`src/hw/rtl/lwc_pkg.sv`:
```
// Line window clipper package: coordinate, segment, result and window types,
// register indexes and the outcode function. No dependencies.
`default_nettype none
package lwc_pkg;
    localparam int CoordWidth = 16;
    localparam int DiffWidth  = CoordWidth + 1;
    localparam int QuoWidth   = DiffWidth;
    localparam int PushLimit  = 8;

    localparam int OcLeft   = 0;
    localparam int OcRight  = 1;
    localparam int OcBottom = 2;
    localparam int OcTop    = 3;

    typedef logic signed [CoordWidth-1:0] t_coord;
    typedef logic signed [DiffWidth-1:0]  t_diff;
    typedef logic [DiffWidth-1:0]         t_mag;

    typedef enum logic [1:0] {
        REG_WIN_LEFT   = 2'd0,
        REG_WIN_RIGHT  = 2'd1,
        REG_WIN_BOTTOM = 2'd2,
        REG_WIN_TOP    = 2'd3
    } t_reg_idx;

    typedef struct packed {
        t_coord start_x;
        t_coord start_y;
        t_coord end_x;
        t_coord end_y;
    } t_seg;

    typedef struct packed {
        t_coord out_start_x;
        t_coord out_start_y;
        t_coord out_end_x;
        t_coord out_end_y;
        logic   rejected;
    } t_res;

    typedef struct packed {
        t_coord left;
        t_coord right;
        t_coord bottom;
        t_coord top;
    } t_win;

    typedef struct packed {
        t_seg seg;
        logic triv_acc;
        logic triv_rej;
    } t_item;

    function automatic logic [3:0] outcode(t_coord x, t_coord y, t_win w);
        logic [3:0] c;
        c = '0;
        c[OcLeft]   = (x < w.left);
        c[OcRight]  = (x > w.right);
        c[OcBottom] = (y < w.bottom);
        c[OcTop]    = (y > w.top);
        return c;
    endfunction
endpackage
`default_nettype wire

```
`src/hw/rtl/lwc_front.sv`:
```
// Line window clipper front: accepts segments, flags trivial accept/reject,
// and holds them in a two-entry queue. Depends on lwc_pkg.
`default_nettype none
module lwc_front (
    input  wire logic          i_clk,
    input  wire logic          i_rst_n,
    input  wire lwc_pkg::t_win i_win,
    input  wire logic          i_valid,
    output logic               o_stall,
    input  wire lwc_pkg::t_seg i_seg,
    output logic               o_q_valid,
    output lwc_pkg::t_item     o_q_item,
    input  wire logic          i_q_pop
);
    lwc_pkg::t_item r_mem [2];
    logic           r_wr_ptr, r_rd_ptr;
    logic [1:0]     r_cnt;
    logic [3:0]     cs, ce;
    logic           push;
    lwc_pkg::t_item n_item;

    always_comb begin
        cs = lwc_pkg::outcode(i_seg.start_x, i_seg.start_y, i_win);
        ce = lwc_pkg::outcode(i_seg.end_x, i_seg.end_y, i_win);
        n_item.seg      = i_seg;
        n_item.triv_acc = ((cs | ce) == 4'd0);
        n_item.triv_rej = ((cs & ce) != 4'd0);
    end

    assign o_stall   = (r_cnt == 2'd2);
    assign push      = i_valid && !o_stall;
    assign o_q_valid = (r_cnt != 2'd0);
    assign o_q_item  = r_mem[r_rd_ptr];

    always_ff @(posedge i_clk) begin
        if (push) begin
            r_mem[r_wr_ptr] <= n_item;
        end
    end

    always_ff @(posedge i_clk) begin
        if (!i_rst_n) begin
            r_wr_ptr <= 1'b0;
            r_rd_ptr <= 1'b0;
            r_cnt    <= 2'd0;
        end else begin
            if (push) r_wr_ptr <= !r_wr_ptr;
            if (i_q_pop) r_rd_ptr <= !r_rd_ptr;
            r_cnt <= r_cnt + 2'(push) - 2'(i_q_pop);
        end
    end
endmodule
`default_nettype wire

```
`src/hw/rtl/lwc_back.sv`:
```
// Line window clipper back end: push sequencer with a multiplier, a
// shared restoring divider and the output register. Depends on lwc_pkg.
`default_nettype none
module lwc_back (
    input  wire logic           i_clk,
    input  wire logic           i_rst_n,
    input  wire lwc_pkg::t_win  i_win,
    input  wire logic           i_q_valid,
    input  wire lwc_pkg::t_item i_q_item,
    output logic                o_q_pop,
    output logic                o_valid,
    input  wire logic           i_stall,
    output lwc_pkg::t_res       o_res
);
    localparam int CW = lwc_pkg::CoordWidth;
    localparam int DW = lwc_pkg::DiffWidth;
    localparam int QW = lwc_pkg::QuoWidth;
    localparam int DCW = $clog2(QW + 1);

    typedef enum logic [5:0] {
        S_IDLE = 6'b000001,
        S_EVAL = 6'b000010,
        S_MUL  = 6'b000100,
        S_DIV  = 6'b001000,
        S_UPD  = 6'b010000,
        S_OUT  = 6'b100000
    } t_state;

    t_state           r_state;
    lwc_pkg::t_coord  r_xs, r_ys, r_xe, r_ye;
    logic             r_rej;
    logic [3:0]       r_npush;
    lwc_pkg::t_mag    r_ma, r_mb, r_mc;
    logic             r_neg;
    logic             r_sel_end, r_free_y;
    lwc_pkg::t_coord  r_edge, r_pfree;
    lwc_pkg::t_mag    r_rem;
    logic [QW-1:0]    r_lo;
    logic [DCW-1:0]   r_dcnt;
    logic             r_out_valid;
    lwc_pkg::t_res    r_out;

    logic [3:0]       cs, ce, code;
    lwc_pkg::t_coord  px, py, ox, oy, edge_v, pfree;
    lwc_pkg::t_diff   a, b, c;
    logic             free_y;
    logic [2*DW-1:0]  prod;
    logic [DW:0]      trial;
    logic             ge;
    logic signed [DW:0] qs, sum;
    lwc_pkg::t_coord  newv;
    logic             out_free;

    function automatic lwc_pkg::t_mag mag(lwc_pkg::t_diff v);
        return v[DW-1] ? lwc_pkg::t_mag'(-v) : lwc_pkg::t_mag'(v);
    endfunction

    always_comb begin
        cs = lwc_pkg::outcode(r_xs, r_ys, i_win);
        ce = lwc_pkg::outcode(r_xe, r_ye, i_win);
        if (ce != 4'd0) begin
            code = ce; px = r_xe; py = r_ye; ox = r_xs; oy = r_ys;
        end else begin
            code = cs; px = r_xs; py = r_ys; ox = r_xe; oy = r_ye;
        end
        free_y = code[lwc_pkg::OcLeft] || code[lwc_pkg::OcRight];
        priority if (code[lwc_pkg::OcLeft]) edge_v = i_win.left;
        else if (code[lwc_pkg::OcRight])     edge_v = i_win.right;
        else if (code[lwc_pkg::OcBottom])    edge_v = i_win.bottom;
        else                                 edge_v = i_win.top;
        if (free_y) begin
            a = DW'(oy) - DW'(py);
            b = DW'(edge_v) - DW'(px);
            c = DW'(ox) - DW'(px);
            pfree = py;
        end else begin
            a = DW'(ox) - DW'(px);
            b = DW'(edge_v) - DW'(py);
            c = DW'(oy) - DW'(py);
            pfree = px;
        end
        prod  = (2*DW)'(r_ma) * (2*DW)'(r_mb);
        trial = {r_rem, r_lo[QW-1]};
        ge    = (trial >= {1'b0, r_mc});
        qs    = r_neg ? -$signed({1'b0, r_lo}) : $signed({1'b0, r_lo});
        sum   = $signed((DW+1)'(r_pfree)) + qs;
        newv  = sum[CW-1:0];
        out_free = !r_out_valid || !i_stall;
    end

    assign o_q_pop = (r_state == S_IDLE) && i_q_valid;
    assign o_valid = r_out_valid;
    assign o_res   = r_out;

    always_ff @(posedge i_clk) begin
        if (!i_rst_n) begin
            r_state     <= S_IDLE;
            r_out_valid <= 1'b0;
        end else begin
            if (r_out_valid && !i_stall) r_out_valid <= 1'b0;
            unique case (r_state)
                S_IDLE: begin
                    if (i_q_valid) begin
                        r_xs    <= i_q_item.seg.start_x;
                        r_ys    <= i_q_item.seg.start_y;
                        r_xe    <= i_q_item.seg.end_x;
                        r_ye    <= i_q_item.seg.end_y;
                        r_rej   <= i_q_item.triv_rej;
                        r_npush <= 4'd0;
                        r_state <= (i_q_item.triv_rej || i_q_item.triv_acc) ? S_OUT : S_EVAL;
                    end
                end
                S_EVAL: begin
                    if ((cs | ce) == 4'd0) begin
                        r_rej   <= 1'b0;
                        r_state <= S_OUT;
                    end else if ((cs & ce) != 4'd0 || r_npush == 4'(lwc_pkg::PushLimit)) begin
                        r_rej   <= 1'b1;
                        r_state <= S_OUT;
                    end else begin
                        r_ma      <= mag(a);
                        r_mb      <= mag(b);
                        r_mc      <= mag(c);
                        r_neg     <= a[DW-1] ^ b[DW-1] ^ c[DW-1];
                        r_sel_end <= (ce != 4'd0);
                        r_free_y  <= free_y;
                        r_edge    <= edge_v;
                        r_pfree   <= pfree;
                        r_state   <= S_MUL;
                    end
                end
                S_MUL: begin
                    r_rem   <= prod[2*DW-1:QW];
                    r_lo    <= prod[QW-1:0];
                    r_dcnt  <= DCW'(QW);
                    r_state <= S_DIV;
                end
                S_DIV: begin
                    r_rem  <= ge ? DW'(trial - {1'b0, r_mc}) : trial[DW-1:0];
                    r_lo   <= {r_lo[QW-2:0], ge};
                    r_dcnt <= r_dcnt - DCW'(1);
                    if (r_dcnt == DCW'(1)) r_state <= S_UPD;
                end
                S_UPD: begin
                    unique case ({r_sel_end, r_free_y})
                        2'b11: begin r_ye <= newv; r_xe <= r_edge; end
                        2'b10: begin r_xe <= newv; r_ye <= r_edge; end
                        2'b01: begin r_ys <= newv; r_xs <= r_edge; end
                        default: begin r_xs <= newv; r_ys <= r_edge; end
                    endcase
                    r_npush <= r_npush + 4'd1;
                    r_state <= S_EVAL;
                end
                S_OUT: begin
                    if (out_free) begin
                        r_out_valid <= 1'b1;
                        r_out.rejected    <= r_rej;
                        r_out.out_start_x <= r_rej ? '0 : r_xs;
                        r_out.out_start_y <= r_rej ? '0 : r_ys;
                        r_out.out_end_x   <= r_rej ? '0 : r_xe;
                        r_out.out_end_y   <= r_rej ? '0 : r_ye;
                        r_state <= S_IDLE;
                    end
                end
                default: r_state <= S_IDLE;
            endcase
        end
    end
endmodule
`default_nettype wire

```
`src/hw/rtl/line_window_clipper.sv`:
```
// Line window clipper top: window registers, front queue and back end.
// Depends on lwc_pkg, lwc_front, lwc_back.
//
//   channel | direction | handshake              | carries
//   in      | input     | i_in_valid/o_in_stall  | lwc_pkg::t_seg
//   out     | output    | o_out_valid/i_out_stall| lwc_pkg::t_res
//   cfg     | input     | i_cfg_valid/o_cfg_ready| index, window coordinate
//
// Trivial accept/reject: S_IDLE, then S_OUT writes the output register.
// Each edge push: evaluate, multiply, 17-step divider, update; a segment
// not accepted after eight pushes is rejected.
// Reset (synchronous) empties the queue and output and loads the default window.
// The two-entry front queue keeps taking input while the back works, until full.
`default_nettype none
module line_window_clipper (
    input  wire logic          i_clk,
    input  wire logic          i_rst_n,
    input  wire logic          i_in_valid,
    output logic               o_in_stall,
    input  wire lwc_pkg::t_seg i_in_data,
    output logic               o_out_valid,
    input  wire logic          i_out_stall,
    output lwc_pkg::t_res      o_out_data,
    input  wire logic          i_cfg_valid,
    output logic               o_cfg_ready,
    input  wire logic [1:0]    i_cfg_index,
    input  wire lwc_pkg::t_coord i_cfg_data
);
    lwc_pkg::t_win  r_win;
    logic           q_valid, q_pop;
    lwc_pkg::t_item q_item;

    assign o_cfg_ready = 1'b1;

    always_ff @(posedge i_clk) begin
        if (!i_rst_n) begin
            r_win.left   <= '0;
            r_win.right  <= {1'b0, {(lwc_pkg::CoordWidth-1){1'b1}}};
            r_win.bottom <= '0;
            r_win.top    <= {1'b0, {(lwc_pkg::CoordWidth-1){1'b1}}};
        end else if (i_cfg_valid) begin
            unique case (lwc_pkg::t_reg_idx'(i_cfg_index))
                lwc_pkg::REG_WIN_LEFT:   r_win.left   <= i_cfg_data;
                lwc_pkg::REG_WIN_RIGHT:  r_win.right  <= i_cfg_data;
                lwc_pkg::REG_WIN_BOTTOM: r_win.bottom <= i_cfg_data;
                lwc_pkg::REG_WIN_TOP:    r_win.top    <= i_cfg_data;
                default: ;
            endcase
        end
    end

    lwc_front u_front (
        .i_clk     (i_clk),
        .i_rst_n   (i_rst_n),
        .i_win     (r_win),
        .i_valid   (i_in_valid),
        .o_stall   (o_in_stall),
        .i_seg     (i_in_data),
        .o_q_valid (q_valid),
        .o_q_item  (q_item),
        .i_q_pop   (q_pop)
    );

    lwc_back u_back (
        .i_clk     (i_clk),
        .i_rst_n   (i_rst_n),
        .i_win     (r_win),
        .i_q_valid (q_valid),
        .i_q_item  (q_item),
        .o_q_pop   (q_pop),
        .o_valid   (o_out_valid),
        .i_stall   (i_out_stall),
        .o_res     (o_out_data)
    );
endmodule
`default_nettype wire
```
`config.mk`:
```
export PLATFORM = sky130hd
export DESIGN_NAME = line_window_clipper
export DESIGN_NICKNAME = d
export VERILOG_FILES = /design/src/hw/rtl/lwc_pkg.sv /design/src/hw/rtl/lwc_front.sv /design/src/hw/rtl/lwc_back.sv /design/src/hw/rtl/line_window_clipper.sv
export SDC_FILE = /design/constraint.sdc
export NUM_CORES = 2
export LEC_CHECK = 0
export BUFFER_PORTS_ARGS = -buffer_cell sky130_fd_sc_hd__buf_2
export CAP_MARGIN = 20
export CORE_ASPECT_RATIO = 1.25
export CORE_MARGIN = 5
export CORE_UTILIZATION = 64
export DETAILED_ROUTE_END_ITERATION = 16
export PLACE_DENSITY = 0.82
export RECOVER_POWER = 25
export SYNTH_ARGS = -nofsm -noshare
export SYNTH_HDL_FRONTEND = slang
export SYNTH_SLANG_ARGS = --single-unit
```
`constraint.sdc`:
```
create_clock -name i_clk -period 9.2 [get_ports i_clk]
set_input_delay 1.84 -clock i_clk [delete_from_list [all_inputs] [get_ports i_clk]]
set_output_delay 1.84 -clock i_clk [all_outputs]
set_load 0.005 [all_outputs]
```
==> metrics <==
status=complete, but fails checks; failing checks=capacitance limit, slew limit; top cells by area, synth=edfxtp_1 29%, ha_1 13%, fa_1 11%; GP Congestion=1.03; root buf cell=clkbuf_16; maximum clock frequency=0.124 GHz; Max Clock Skew=0.0407 ns; multi-input logic area=25,400 um^2; DR WL/cell=25.1 um; unrepaired setup endpoints after global routing=false; setup TNS=0 ns; met1 GRT Util=0.427; Simple-Gate Fraction of Synth Area=0.164; Longest Clk Path Bufs=3; Final Cycle Share=0.875; Final nets=5,177; startpoint types=flop; area grow syn2layout=6.95%; Req. time, crit path=9.53 ns; Starting Density=0.642; Syn Nets=5,136; Post-Syn Instances=4,406; Hold Vio Cnt, Final=0; Fill cells=5,078; die footprint=69,400 um^2; first-pass GRT wire length=201,000 um; critical path type=flop to flop; CTS resizes=0; Synth top cells by count=592 x nand2_1, 452 x inv_1, 416 x ha_1, 391 x edfxtp_1, 287 x nor2_1; final std cells w/o fill=5,334; DRC viols=0; largest net degree at the start of global routing=91; FF/Latch Area=13,300 um^2; CTS tree=yes; Final setup viols=0; Post-CTS Setup Inserts=0; CTS Hold Bufs=0; initial antenna violation count=1; largest family of logic cells by synthesized area=adder cells; placed cell area=42,400 um^2; Pleak=0.0187 uW; total congestion overflow=0; Vias=33,900; Initial DRC Count=3,128; multiplexer share of the synthesized area=0.0286; IO Port Bufs=153; layout cells sized above 1=0.0615; Slew @ Worst Pin=3.49 ns; placed insts=5,243; VDD IR max=0.223 mV; final core utilization=0.687; Critical Path Max Stage Delay=0.66 ns; clock sink total=467; GR Util met2=0.646; EDFF count, synth=391; sequential-to-total area share from yosys stat=0.323; Vert. Die Dim=293 um; vias per cell=6.35; DR pass1 iterations=6; Syn Area/Cell=9.33 um^2; flops & latches, synth=467; Detailed Place HPWL=104,000 um; Worst Path Buf+Inv=3; vias in the first global route=34,000; Final Instance Area=44,000 um^2; post-synth top area cell=edfxtp_1; row count=104; Num CTS Buffers=46; IO Count=155; total wire length=134,000 um; Crit Path Max Fanout=21; Die X=237 um; Worst Hold Class=flop to flop; PD cells=251 nW/um^2; critical path arrival=8.38 ns; ys async rst share=0; Post-DRT Antenna Nets=0; post-synth top area share=0.286; Mapped Area=41,100 um^2; YS warnings=0; reg2reg setup slack=1.15 ns; most common cell in the netlist=nand2_1; slowest CP cell=and2_1; most frequent CP cell=a21oi_1; number of max-cap violations=5; Top Usage Layer GRT=met2; ys flop type=edfxtp_1; CTS clk-pin slew, worst paths=0.07 ns; post-synthesis cell type count=99; core area=64,000 um^2; met3 Usage GRT=0.0545; XOR/XNOR Fraction of Synth Area=0.0328; Critical Path End Type=flop; Tmin final=8.05 ns; Slew Viols, Final=231; Total GRT Usage=0.380; clock insertion delay at the later pin of the skew report=0.62 ns; Worst slew margin=-1.32; htree depth=2; CP delay by family, top=compound AO/OA/AOI/OAI gates; compound-gate portion of the synthesized area=0.145; post-synthesis adder-cell area fraction=0.246
==> routing by layer <==
metal	wire length [um]	vias to the layer above
met3	9270	558
li1	-	15400
met5	0	-
met2	64200	1645
met4	14100	0
met1	46300	16300
==> registers in the layout, indices dropped and copies added (netlist names), 17 cells and up, named ones only <==
signal and flops:
u_front.r_mem 132, u_back.o_res 65, r_win 64, u_back.r_lo 17
u_back.r_ma 17, u_back.r_mb 17, u_back.r_mc 17, u_back.r_rem 17
==> worst min-delay path, delay by kind of cell, from the launching register on <==
family             cells  cell delay [ns]
DFF                    1             0.31
AOI/OAI and AO/OA      1             0.06
and+or+nand+nor        1             0.05
==> area by class of cell <==
cell class | count | area share
Antenna cell | 1 | 0.0000569
Tap cell | 848 | 0.0241
Sequential cell | 467 | 0.302
Clock buffer | 58 | 0.0284
Clock inverter | 28 | 0.00769
Multi-Input combinational cell | 3288 | 0.578
Timing Repair Buffer | 188 | 0.0213
Inverter | 456 | 0.0390
==> cells by family after synthesis <==
family,Yosys count
and+or+nand+nor,1442
AOI/OAI and AO/OA,900
adders and majority gates,678
buffers and inverters,651
DFF,467
xor gates and xnor gates,153
muxes,114
other,1
==> power by group <==
group          switching [uW]  internal [uW]
clock network             890           1100
registers                 321           2820
logic                    3800           2120
total                    5010           6040
==> cells in the final DEF (no fill, tap or decap), types with 13 or more instances in the layout <==
cell type	count
nand2_1	592
inv_1	452
ha_1	416
edfxtp_1	391
nor2_1	285
a21oi_1	232
fa_1	227
o21ai_0	157
and2_1	113
nor2b_1	101
xnor2_1	99
mux2i_1	94
buf_2	88
a21o_1	84
clkbuf_1	80
dfxtp_1	75
nand3_1	70
nand2b_1	70
o211ai_1	69
a211oi_1	68
a21boi_0	57
nor3_1	56
xor2_1	53
clkbuf_16	48
a31oi_1	46
nand4_1	44
maj3_1	35
o31ai_1	26
and3_1	25
buf_4	25
o21a_1	21
mux2_2	18
o21bai_1	17
or3_1	16
o21ai_1	13
nor4_1	13
==> path summary, 6_finish.rpt <==
path                   start              to  cells past startpoint
max          u_back.r_xe[11]  u_back.r_mb[4]                     32
min reg2reg        r_win[26]       r_win[26]                      2
min                r_win[26]       r_win[26]                      2
max reg2reg  u_back.r_xe[11]  u_back.r_mb[4]                     32
==> through the flow <==
step / setup slack, ns / power [uW] / hold WS, ns
2_1_floorplan: 1.58 / 7130 / 0.424
3_3_place_gp: 1.45 / 8860 / 0.451
3_5_place_dp: 1.38 / 8930 / 0.457
4_1_cts: 1.30 / 10900 / 0.467
5_1_grt: 0.568 / 11600 / 0.496
6_report: 1.15 / 11100 / 0.469
Power figures use the tool's default switching activity.
